--- src/hdl/tga_rle_pkg.sv ---
// shared types and codes for the tga run-length pixel decoder
`timescale 1ns / 1ps

package tga_rle_pkg;

   // request kinds on the input channel
   localparam logic REQ_DATA = 1'b0;
   localparam logic REQ_END  = 1'b1;

   // result status codes
   typedef enum logic [1:0] {
      STATUS_PIXEL      = 2'd0,
      STATUS_BAD_HEADER = 2'd1,
      STATUS_TRUNCATED  = 2'd2
   } status_type;

   // parse phase of the byte stream
   typedef enum logic [1:0] {
      PH_HEADER = 2'd0,
      PH_PACKET = 2'd1,
      PH_PIXEL  = 2'd2,
      PH_DONE   = 2'd3
   } phase_type;

   // sub-header layout
   localparam int          HEADER_LAST   = 5;
   localparam logic [23:0] DEPTH_RGB     = 24'd24;
   localparam logic [23:0] DEPTH_RGBA    = 24'd32;
   localparam logic [7:0]  RUN_THRESHOLD = 8'd128;
   localparam logic [7:0]  RUN_BIAS      = 8'd127;

   typedef struct packed {
      status_type  status;
      logic [7:0]  red;
      logic [7:0]  green;
      logic [7:0]  blue;
      logic [7:0]  alpha;
      logic        has_alpha;
      logic [7:0]  repeat_count;
      logic        last_of_image;
   } result_type;

endpackage

--- src/hdl/tga_rle_pixel_decoder.sv ---
// top level of the tga run-length pixel decoder
`timescale 1ns / 1ps

// Decodes a run-length-coded TGA byte stream, one byte per transaction, starting at the
// six-byte image sub-header (width and height little endian, depth, one ignored byte).
// Only 24- and 32-bit images are accepted; a zero dimension or another depth gives one
// bad-header result. Raw packets give one result per pixel, run packets one result with a
// repeat count, clipped to the pixels left in the image. Pixels leave as R,G,B(,A); alpha
// is zero for 24-bit images. An end-of-stream transaction before the image is complete
// gives a truncation result; after completion or an error it gives none. Either way the
// decoder then waits for a new sub-header. Rate: one byte per clock cycle while req_stall
// is low; each byte passes the combinational parse logic, and its result, if any, is
// registered in the output register, or in the skid register while the output stalls.
// The only multiply (width times height) is done once per image into the pixel counter.
// Output and skid register form a two-entry stage; req_stall rises only when both are full.
module tga_rle_pixel_decoder (
   input  logic                    clock,
   input  logic                    reset,
   // byte transactions in
   input  logic                    req_valid,
   output logic                    req_stall,
   input  logic                    req_type,
   input  logic [7:0]              req_data_byte,
   // result transactions out
   output logic                    rsp_valid,
   input  logic                    rsp_stall,
   output tga_rle_pkg::status_type rsp_status,
   output logic [7:0]              rsp_red,
   output logic [7:0]              rsp_green,
   output logic [7:0]              rsp_blue,
   output logic [7:0]              rsp_alpha,
   output logic                    rsp_has_alpha,
   output logic [7:0]              rsp_repeat_count,
   output logic                    rsp_last_of_image
);
   import tga_rle_pkg::*;

   // parse state
   phase_type   phase_ff,         phase_in;
   logic [2:0]  header_index_ff,  header_index_in;
   logic [15:0] image_width_ff,   image_width_in;
   logic [15:0] image_height_ff,  image_height_in;
   logic        four_channels_ff, four_channels_in;
   logic [31:0] pixels_left_ff,   pixels_left_in;
   logic [7:0]  packet_left_ff,   packet_left_in;
   logic        packet_is_run_ff, packet_is_run_in;
   logic [1:0]  byte_in_pixel_ff, byte_in_pixel_in;
   logic [23:0] pixel_bytes_ff,   pixel_bytes_in;

   // output stage
   logic        rsp_valid_ff,  rsp_valid_in;
   result_type  rsp_data_ff,   rsp_data_in;
   logic        skid_valid_ff, skid_valid_in;
   result_type  skid_data_ff,  skid_data_in;

   logic        req_accept;
   logic        new_valid;
   result_type  new_result;
   logic        out_free;

   // emit helpers
   logic [31:0] image_area;
   logic [23:0] pixel_word;
   logic [31:0] run_clip;
   logic [7:0]  emit_repeat;
   logic [31:0] pixels_after;
   logic [7:0]  packet_after;
   logic        emit_last;

   assign req_stall  = skid_valid_ff;
   assign req_accept = req_valid && !skid_valid_ff;
   assign out_free   = !rsp_valid_ff || !rsp_stall;

   // once per image, product goes straight into the pixel counter
   assign image_area = 32'(image_width_ff) * 32'(image_height_ff);

   // pixel word including the byte arriving now (blue low, red high)
   always_comb begin
      pixel_word = pixel_bytes_ff;
      unique case (byte_in_pixel_ff)
         2'd0:    pixel_word[7:0]   = req_data_byte;
         2'd1:    pixel_word[15:8]  = req_data_byte;
         2'd2:    pixel_word[23:16] = req_data_byte;
         default: pixel_word        = pixel_bytes_ff;
      endcase
   end

   // repeat count, clipped to what is left of the image
   always_comb begin
      run_clip = (32'(packet_left_ff) > pixels_left_ff) ? pixels_left_ff
                                                        : 32'(packet_left_ff);
      emit_repeat  = packet_is_run_ff ? run_clip[7:0] : 8'd1;
      pixels_after = pixels_left_ff - 32'(emit_repeat);
      packet_after = packet_is_run_ff ? 8'd0 : packet_left_ff - 8'd1;
      emit_last    = (pixels_after == 32'd0);
   end

   // parse step for one byte transaction
   always_comb begin
      phase_in         = phase_ff;
      header_index_in  = header_index_ff;
      image_width_in   = image_width_ff;
      image_height_in  = image_height_ff;
      four_channels_in = four_channels_ff;
      pixels_left_in   = pixels_left_ff;
      packet_left_in   = packet_left_ff;
      packet_is_run_in = packet_is_run_ff;
      byte_in_pixel_in = byte_in_pixel_ff;
      pixel_bytes_in   = pixel_bytes_ff;
      new_valid        = 1'b0;
      new_result       = '0;
      new_result.status        = STATUS_PIXEL;
      new_result.last_of_image = 1'b1;

      if (req_accept) begin
         if (req_type == REQ_END) begin
            // truncation unless the image was finished or rejected
            if (phase_ff != PH_DONE) begin
               new_valid         = 1'b1;
               new_result.status = STATUS_TRUNCATED;
            end
            phase_in         = PH_HEADER;
            header_index_in  = '0;
            byte_in_pixel_in = '0;
            pixel_bytes_in   = '0;
            packet_left_in   = '0;
            packet_is_run_in = 1'b0;
         end else begin
            unique case (phase_ff)
               PH_HEADER: begin
                  unique case (header_index_ff)
                     3'd0:    image_width_in  = {8'd0, req_data_byte};
                     3'd1:    image_width_in  = {req_data_byte, image_width_ff[7:0]};
                     3'd2:    image_height_in = {8'd0, req_data_byte};
                     3'd3:    image_height_in = {req_data_byte, image_height_ff[7:0]};
                     3'd4:    pixel_bytes_in  = {16'd0, req_data_byte};
                     default: pixel_bytes_in  = pixel_bytes_ff;
                  endcase
                  if (header_index_ff != 3'(HEADER_LAST)) begin
                     header_index_in = header_index_ff + 3'd1;
                  end else begin
                     header_index_in = '0;
                     pixel_bytes_in  = '0;
                     if (image_width_ff == 16'd0 || image_height_ff == 16'd0 ||
                         (pixel_bytes_ff != DEPTH_RGB && pixel_bytes_ff != DEPTH_RGBA)) begin
                        phase_in          = PH_DONE;
                        new_valid         = 1'b1;
                        new_result.status = STATUS_BAD_HEADER;
                     end else begin
                        four_channels_in = (pixel_bytes_ff == DEPTH_RGBA);
                        pixels_left_in   = image_area;
                        phase_in         = PH_PACKET;
                     end
                  end
               end
               PH_PACKET: begin
                  // below the threshold: raw packet, else a run
                  if (req_data_byte < RUN_THRESHOLD) begin
                     packet_is_run_in = 1'b0;
                     packet_left_in   = req_data_byte + 8'd1;
                  end else begin
                     packet_is_run_in = 1'b1;
                     packet_left_in   = req_data_byte - RUN_BIAS;
                  end
                  byte_in_pixel_in = '0;
                  pixel_bytes_in   = '0;
                  phase_in         = PH_PIXEL;
               end
               PH_PIXEL: begin
                  pixel_bytes_in   = pixel_word;
                  byte_in_pixel_in = byte_in_pixel_ff + 2'd1;
                  // pixel complete on third byte (rgb) or fourth byte (rgba)
                  if ((byte_in_pixel_ff == 2'd2 && !four_channels_ff) ||
                      byte_in_pixel_ff == 2'd3) begin
                     new_valid                = 1'b1;
                     new_result.status        = STATUS_PIXEL;
                     new_result.red           = pixel_word[23:16];
                     new_result.green         = pixel_word[15:8];
                     new_result.blue          = pixel_word[7:0];
                     new_result.alpha         = (byte_in_pixel_ff == 2'd3) ? req_data_byte
                                                                           : 8'd0;
                     new_result.has_alpha     = four_channels_ff;
                     new_result.repeat_count  = emit_repeat;
                     new_result.last_of_image = emit_last;
                     packet_left_in           = packet_after;
                     pixels_left_in           = pixels_after;
                     byte_in_pixel_in         = '0;
                     pixel_bytes_in           = '0;
                     priority if (emit_last) begin
                        phase_in = PH_DONE;
                     end else if (packet_after == 8'd0) begin
                        phase_in = PH_PACKET;
                     end else begin
                        phase_in = PH_PIXEL;
                     end
                  end
               end
               PH_DONE: begin
                  // bytes after completion or a bad header are dropped
                  phase_in = PH_DONE;
               end
            endcase
         end
      end
   end

   // output register plus skid register, results stay in order
   always_comb begin
      rsp_valid_in  = rsp_valid_ff;
      rsp_data_in   = rsp_data_ff;
      skid_valid_in = skid_valid_ff;
      skid_data_in  = skid_data_ff;
      priority if (skid_valid_ff) begin
         if (out_free) begin
            rsp_valid_in  = 1'b1;
            rsp_data_in   = skid_data_ff;
            skid_valid_in = 1'b0;
         end
      end else if (new_valid) begin
         if (out_free) begin
            rsp_valid_in = 1'b1;
            rsp_data_in  = new_result;
         end else begin
            skid_valid_in = 1'b1;
            skid_data_in  = new_result;
         end
      end else begin
         if (out_free) begin
            rsp_valid_in = 1'b0;
         end
      end
   end

   always_ff @(posedge clock) begin
      if (reset) begin
         phase_ff         <= PH_HEADER;
         header_index_ff  <= '0;
         image_width_ff   <= '0;
         image_height_ff  <= '0;
         four_channels_ff <= 1'b0;
         pixels_left_ff   <= '0;
         packet_left_ff   <= '0;
         packet_is_run_ff <= 1'b0;
         byte_in_pixel_ff <= '0;
         pixel_bytes_ff   <= '0;
         rsp_valid_ff     <= 1'b0;
         skid_valid_ff    <= 1'b0;
      end else begin
         phase_ff         <= phase_in;
         header_index_ff  <= header_index_in;
         image_width_ff   <= image_width_in;
         image_height_ff  <= image_height_in;
         four_channels_ff <= four_channels_in;
         pixels_left_ff   <= pixels_left_in;
         packet_left_ff   <= packet_left_in;
         packet_is_run_ff <= packet_is_run_in;
         byte_in_pixel_ff <= byte_in_pixel_in;
         pixel_bytes_ff   <= pixel_bytes_in;
         rsp_valid_ff     <= rsp_valid_in;
         skid_valid_ff    <= skid_valid_in;
      end
   end

   always_ff @(posedge clock) begin
      rsp_data_ff  <= rsp_data_in;
      skid_data_ff <= skid_data_in;
   end

   assign rsp_valid         = rsp_valid_ff;
   assign rsp_status        = rsp_data_ff.status;
   assign rsp_red           = rsp_data_ff.red;
   assign rsp_green         = rsp_data_ff.green;
   assign rsp_blue          = rsp_data_ff.blue;
   assign rsp_alpha         = rsp_data_ff.alpha;
   assign rsp_has_alpha     = rsp_data_ff.has_alpha;
   assign rsp_repeat_count  = rsp_data_ff.repeat_count;
   assign rsp_last_of_image = rsp_data_ff.last_of_image;

   // skid only fills behind a waiting output
   assert property (@(posedge clock) disable iff (reset)
      skid_valid_ff |-> rsp_valid_ff)
      else $error("skid register holds a result while the output is empty");

   // pixel phase always has work left in both the image and the packet
   assert property (@(posedge clock) disable iff (reset)
      phase_ff == PH_PIXEL |-> (pixels_left_ff != 32'd0 && packet_left_ff != 8'd0))
      else $error("pixel phase entered with no pixels or packet left");

   // a pixel result never carries a zero repeat count
   assert property (@(posedge clock) disable iff (reset)
      (rsp_valid_ff && rsp_data_ff.status == STATUS_PIXEL) |->
         rsp_data_ff.repeat_count != 8'd0)
      else $error("pixel result with zero repeat count");

   // error results always close the image
   assert property (@(posedge clock) disable iff (reset)
      (rsp_valid_ff && rsp_data_ff.status != STATUS_PIXEL) |-> rsp_data_ff.last_of_image)
      else $error("error result without last_of_image");

endmodule
--- config.mk ---
export PLATFORM = sky130hd
export DESIGN_NAME = tga_rle_pixel_decoder
export DESIGN_NICKNAME = d
export VERILOG_FILES = /design/src/hdl/tga_rle_pkg.sv /design/src/hdl/tga_rle_pixel_decoder.sv
export SDC_FILE = /design/constraint.sdc
export NUM_CORES = 1
export LEC_CHECK = 0
export BUFFER_PORTS_ARGS = -buffer_cell sky130_fd_sc_hd__buf_4
export CAP_MARGIN = 20
export CELL_PAD_IN_SITES_DETAIL_PLACEMENT = 0
export CELL_PAD_IN_SITES_GLOBAL_PLACEMENT = 1
export CORE_MARGIN = 1
export CORE_UTILIZATION = 40
export CTS_CLUSTER_DIAMETER = 100
export DETAILED_ROUTE_END_ITERATION = 6
export PLACE_DENSITY_LB_ADDON = 0.3
export SLEW_MARGIN = 20
export SYNTH_ARGS = -nofsm -noshare
export SYNTH_HDL_FRONTEND = slang
export SYNTH_SLANG_ARGS = --single-unit
--- constraint.sdc ---
create_clock -name clock -period 7.1 [get_ports clock]
set_input_delay 0.355 -clock clock [delete_from_list [all_inputs] [get_ports clock]]
set_output_delay 0.355 -clock clock [all_outputs]
set_load 0.02 [all_outputs]
* Yosys cells after proc, flatten, opt, wreduce, memory -nomap -nowiden
Index checks and enable logic that the tools add are counted.
** Storage, ports and cells
- Bits of input ports :: 13
- Output and inout bits :: 46
- Word-level logic and storage cells :: 173
- Bits in registers :: 195
** Cells by class
- $lt $le $gt $ge :: 2
- Bitwise gates (word level) :: 7
- Add/subtract/negate cells :: 6
- Eq/ne operators :: 21
- Reduce and logical (&&, ||, !) cells :: 41
- Multiplexer cells :: 65
- Multipliers :: 1
** Operators with widths (number)
- $mux 44 :: 5
- $mux 42 :: 3
- $mux 24 :: 4
- $mux 32 :: 3
- $mux 8 :: 10
- $pmux 24 s3 :: 1
- $pmux 16 s2 :: 2
- $pmux 32 s2 :: 1
- $gt 8x32->1 :: 1
- $logic_not 16->1 :: 2
- $logic_not 32->1 :: 1
- $mul 16x16->32 :: 1
- $sub 32x8->32 :: 1
- $eq 24x6->1 const B :: 1
- $ne 24x5->1 const B :: 1
- $ne 24x6->1 const B :: 1
- $mux 2 :: 10
- $mux 1 :: 18
- $pmux 8 s2 :: 1
- $reduce_and 5->1 :: 3
- $reduce_and 3->1 :: 4
- $reduce_bool 2->1 :: 6
- $mux 3 :: 3
- $ne 3x3->1 const B :: 3
- 28 further kinds :: 57

* Longest topological paths before layout
- Word-level depth :: 12
- Depth in mapped cells :: 24
- Depth with buffers taken out :: 23

* Least setup slack after synthesis
Ideal clock, no wire load.
- Kind :: reg2reg
- Start :: register image_width_ff[13]
- End :: register pixels_left_ff[30]
- Period minus slack after synthesis :: 6366 ps
- Buffers on the path :: 2
- Path slack :: 734 ps
- Arrival time :: 6232 ps
- Stages on the path, launching flop included :: 25
- Required time :: 6966 ps
- Setup time :: 134 ps
- Path through :: dfxtp_1 -> clkbuf_1 -> clkbuf_1 -> nand2_1 -> fa_1 -> inv_1 -> fa_1 -> inv_1 -> fa_1 -> inv_1 -> fa_1 -> inv_1 -> fa_1 -> inv_1 -> fa_1 -> ha_1 -> a21oi_1 -> o221ai_1 -> o311ai_0 -> a31oi_1 -> o41a_1 -> a41oi_1 -> nor4b_1 -> nor3_1 -> a211oi_1
** Between the ends
- Longest elaborated chain between the ends :: 5
- Elaborated cells between the ends (all ways) :: 9
- Classes of those cells :: mul (1); eq/ne (1); mux (3); reduce/logical (4)
** RTL lines
- from (decl) :: line tga_rle_pixel_decoder.sv:41 : logic [15:0] image_width_ff, image_width_in;
- from (signal assigned) :: line tga_rle_pixel_decoder.sv:251 : image_width_ff <= image_width_in;
- parallel branches: the longest is 5 deep, another holds $mul 16x16->32
- to (signal assigned) :: line tga_rle_pixel_decoder.sv:254 : pixels_left_ff <= pixels_left_in;
- to (decl) :: line tga_rle_pixel_decoder.sv:44 : logic [31:0] pixels_left_ff, pixels_left_in;
Several ways; the timed one is not identified. The select of a mux whose other input is x is not followed.
A chain may end at the register's enable or synchronous reset.

* Worst setup path in the final report
- Start :: register image_height_ff[4]
- End :: register pixels_left_ff[31]
** Between the ends
- Longest elaborated chain between the ends :: 5
- Elaborated cells between the ends (all ways) :: 9
- Classes of those cells :: mul (1); eq/ne (1); mux (3); reduce/logical (4)
** RTL lines
- from (decl) :: line tga_rle_pixel_decoder.sv:42 : logic [15:0] image_height_ff, image_height_in;
- from (signal assigned) :: line tga_rle_pixel_decoder.sv:252 : image_height_ff <= image_height_in;
- parallel branches: the longest is 5 deep, another holds $mul 16x16->32
Several ways; the timed one is not identified. The select of a mux whose other input is x is not followed.

==> summary.txt <==
share of cells above drive strength 1: 7.68%
final core utilization: 44.5%
Min-Delay Path Class: input port to register
endpoints failing hold: 0
Seq/Total Area, Yosys: 26.6%
initial antenna violation count: 0
largest net degree at the start of global routing: 88
CTS Sinks: 195
#FFs+latches synth: 195
total wire length: 46300 um
Fin Clk Skew: 0.0190 ns
CTS buffer count: 17
Worst Hold Slack: 0.256 ns
DP HPWL: 35800 um
Total GRT Usage: 20.8%
Post-synth top cells: 276 x nand2_1, 242 x inv_1, 195 x fa_1, 136 x nor2_1, 131 x ha_1
Top Ports: 59
leakage power: 8.67 nW
Via Count: 14001
die area: 45900 um2
Final setup viols: 0
H-tree depth: 4
Sum Neg Setup Slack: 0 ns
Final Cycle Share: 94.4%
Slew HR: 28.3%
Die Span X: 214 um
fin crit period: 6.71 ns
Max Cap Violations: 0
Starting Density: 40.6%
Worst setup EP type: register
gr ovfl total: 0
Worst Path Max Fanout: 11
Core Footprint: 44300 um2
number of global-route vias before repair: 13925
maximum root-to-sink buffer count: 2
Critical Path AT: 7.07 ns
Syn Inst Count: 2008
PortBufs: 58
RSZ-0062 raised after global routing: no
Synth area leader: fa_1
adder-cell share of the synthesized area: 30.8%
Post-Place Cells: 2577
Area Overhead vs Synth: 9.47%
first-pass GRT wire length: 76000 um
WP data required: 7.46 ns
most frequent cell after synthesis: nand2_1
startpoint types: register
Post-Layout Cell Count: 2611
CTS tree: done
Syn Std Cell Area: 18000 um2
floorplan row count: 77
Final Cell Area: 19700 um2
max-slew violation count: 0
power density over cell area: 121 nW/um2
Worst IR Drop VDD: 0.158 mV
top_reg_cell synth: dfxtp_1
combinational family with the most area after synthesis: adder cells
run status: completed
number of synthesized flops with an enable pin: 88
fraction of the mapped netlist area in simple logic gates: 18.4%
final antenna-violating net count: 0
wire length per cell: 17.7 um
mux cell area share after synthesis: 2.06%
Placed Area: 19100 um2
Synth top area share: 21.7%
CTS Root Cell: clkbuf_16
DRC: 0
worst setup path category: register to register
post-synth cell types: 70
Final GP Congestion: 0.868
Post-Syn Nets: 2347
Nets: 2343
Compound-Gate Fraction of Synth Area: 12.4%
total iterations of the first detailed-routing run: 5
worst skew pair latency: 0.48 ns
Synthesis Warnings: 0
Die Height: 214 um
largest cells by area after synthesis: fa_1 22%, edfxtp_1 15%, dfxtp_1 12%
mean area per synthesized cell: 8.97 um2
clk slew on worst S/H paths: 0.08 ns
Synth async-reset ratio: 0%
drt initial violations: 760
Synth Area in XOR/XNOR: 2.24%
via/cell ratio: 5.36
worst slew pin tran: 1.07 ns
f_max: 0.149 GHz
## where the power goes
group	switching, mW	internal (mW)
registers	0.0172	1.18
logic	0.103	0.0490
clock network	0.499	0.543
## critical path, cell delays in order (launching register included)
cell and delay, ns:
dfxtp_1 0.58, buf_4 0.28, nand2_1 0.10, fa_1 0.56, inv_1 0.05, fa_1 0.47
inv_1 0.05, fa_1 0.50, fa_1 0.55, inv_1 0.05, fa_1 0.40, fa_1 0.50
ha_1 0.38, a21oi_1 0.17, o21ai_0 0.16, a221o_1 0.38, a21o_1 0.20, o21ai_0 0.21
a21boi_0 0.21, o31ai_1 0.31, a2111oi_0 0.11, a2111oi_0 0.38
## final timing paths
kind / depth (start not counted) / end / slack (ns) / from
setup / recovery: 21 / pixels_left_ff[31] / 0.39 / image_height_ff[4]
hold / removal: 3 / image_width_ff[1] / 0.26 / req_data_byte[1]
hold reg to reg: 2 / four_channels_ff / 0.46 / four_channels_ff
setup reg to reg: 21 / pixels_left_ff[31] / 0.39 / image_height_ff[4]
## layout make-up
cell class | count | area (um2)
Antenna cell | 2 | 5.00
Timing Repair Buffer | 101 | 758
Fill cell | 4369 | 24600
Inverter | 242 | 908
Clock inverter | 14 | 200
Clock buffer | 18 | 429
Tap cell | 592 | 741
Sequential cell | 195 | 4790
Multi-Input combinational cell | 1447 | 11900
## layout by cell type (no fill, tap or decap), types with 4 or more instances in the layout
master | synthesis | layout
fa_1 | 195 | 195
nor2b_1 | 9 | 9
o21ai_0 | 59 | 59
nor3b_1 | 10 | 10
a211oi_1 | 20 | 20
nand3_1 | 31 | 31
a21o_1 | 54 | 54
edfxtp_1 | 88 | 88
o22ai_1 | 13 | 13
xnor2_1 | 27 | 27
o21a_1 | 7 | 7
a22oi_1 | 37 | 37
nor3_1 | 37 | 37
inv_6 | 0 | 4
or2_2 | 5 | 5
nor2_1 | 136 | 135
nand4_1 | 10 | 10
a21oi_1 | 100 | 98
dfxtp_2 | 0 | 5
and3_1 | 8 | 8
inv_1 | 242 | 242
ha_1 | 131 | 130
a31oi_1 | 5 | 5
or3_1 | 9 | 9
buf_4 | 0 | 101
clkbuf_16 | 0 | 17
or4_1 | 7 | 7
mux2i_1 | 37 | 37
dfxtp_1 | 107 | 102
nand2b_1 | 16 | 16
nor4_1 | 21 | 21
o21bai_1 | 5 | 5
nand2_1 | 276 | 276
and2_1 | 101 | 101
xor2_1 | 19 | 19
o21ai_1 | 4 | 4
## cells by family after synthesis
logic type                 count (synthesis)
AOI/OAI and AO/OA                        346
xor gates and xnor gates                  46
adders and majority gates                326
buffers and inverters                    366
DFF                                      195
muxes                                     37
and+or+nand+nor                          692
## sequential cells by signal (all words and copies together), names as in the netlist
register           flops
byte_in_pixel_ff       2
four_channels_ff       1
header_index_ff        3
image_height_ff       16
image_width_ff        16
packet_is_run_ff       1
packet_left_ff         8
phase_ff               2
pixel_bytes_ff        24
pixels_left_ff        32
req_stall              1
rsp_alpha              8
rsp_blue               8
rsp_green              8
rsp_has_alpha          1
rsp_last_of_image      1
rsp_red                8
rsp_repeat_count       8
rsp_status             2
rsp_valid              1
skid_data_ff          44
## routing by layer
layer | share of wire (%) | global-route usage [%] | routed length, um
met3 | 4.0 | 2.67 | 1840
met2 | 49 | 35.2 | 22800
met4 | 1.9 | 6.00 | 878
met1 | 45 | 27.9 | 20700
met5 | 0 | 0 | 0
## repair_timing
item,4_1_cts,5_1_grt
endpoints found under the setup margin,0,2
resized for setup,0,6
hold buffers,0,0
buffers inserted,0,0
## metrics by stage
| step | power [mW] | setup WS, ns |
|---|---|---|
| after floorplan | 1.31 | 0.734 |
| after global placement | 1.38 | 0.505 |
| after detailed placement | 1.38 | 0.331 |
| after CTS | 2.42 | 0.307 |
| after global routing | 2.47 | 0.00274 |
| final | 2.39 | 0.395 |
(Power assumes the default switching activity.)
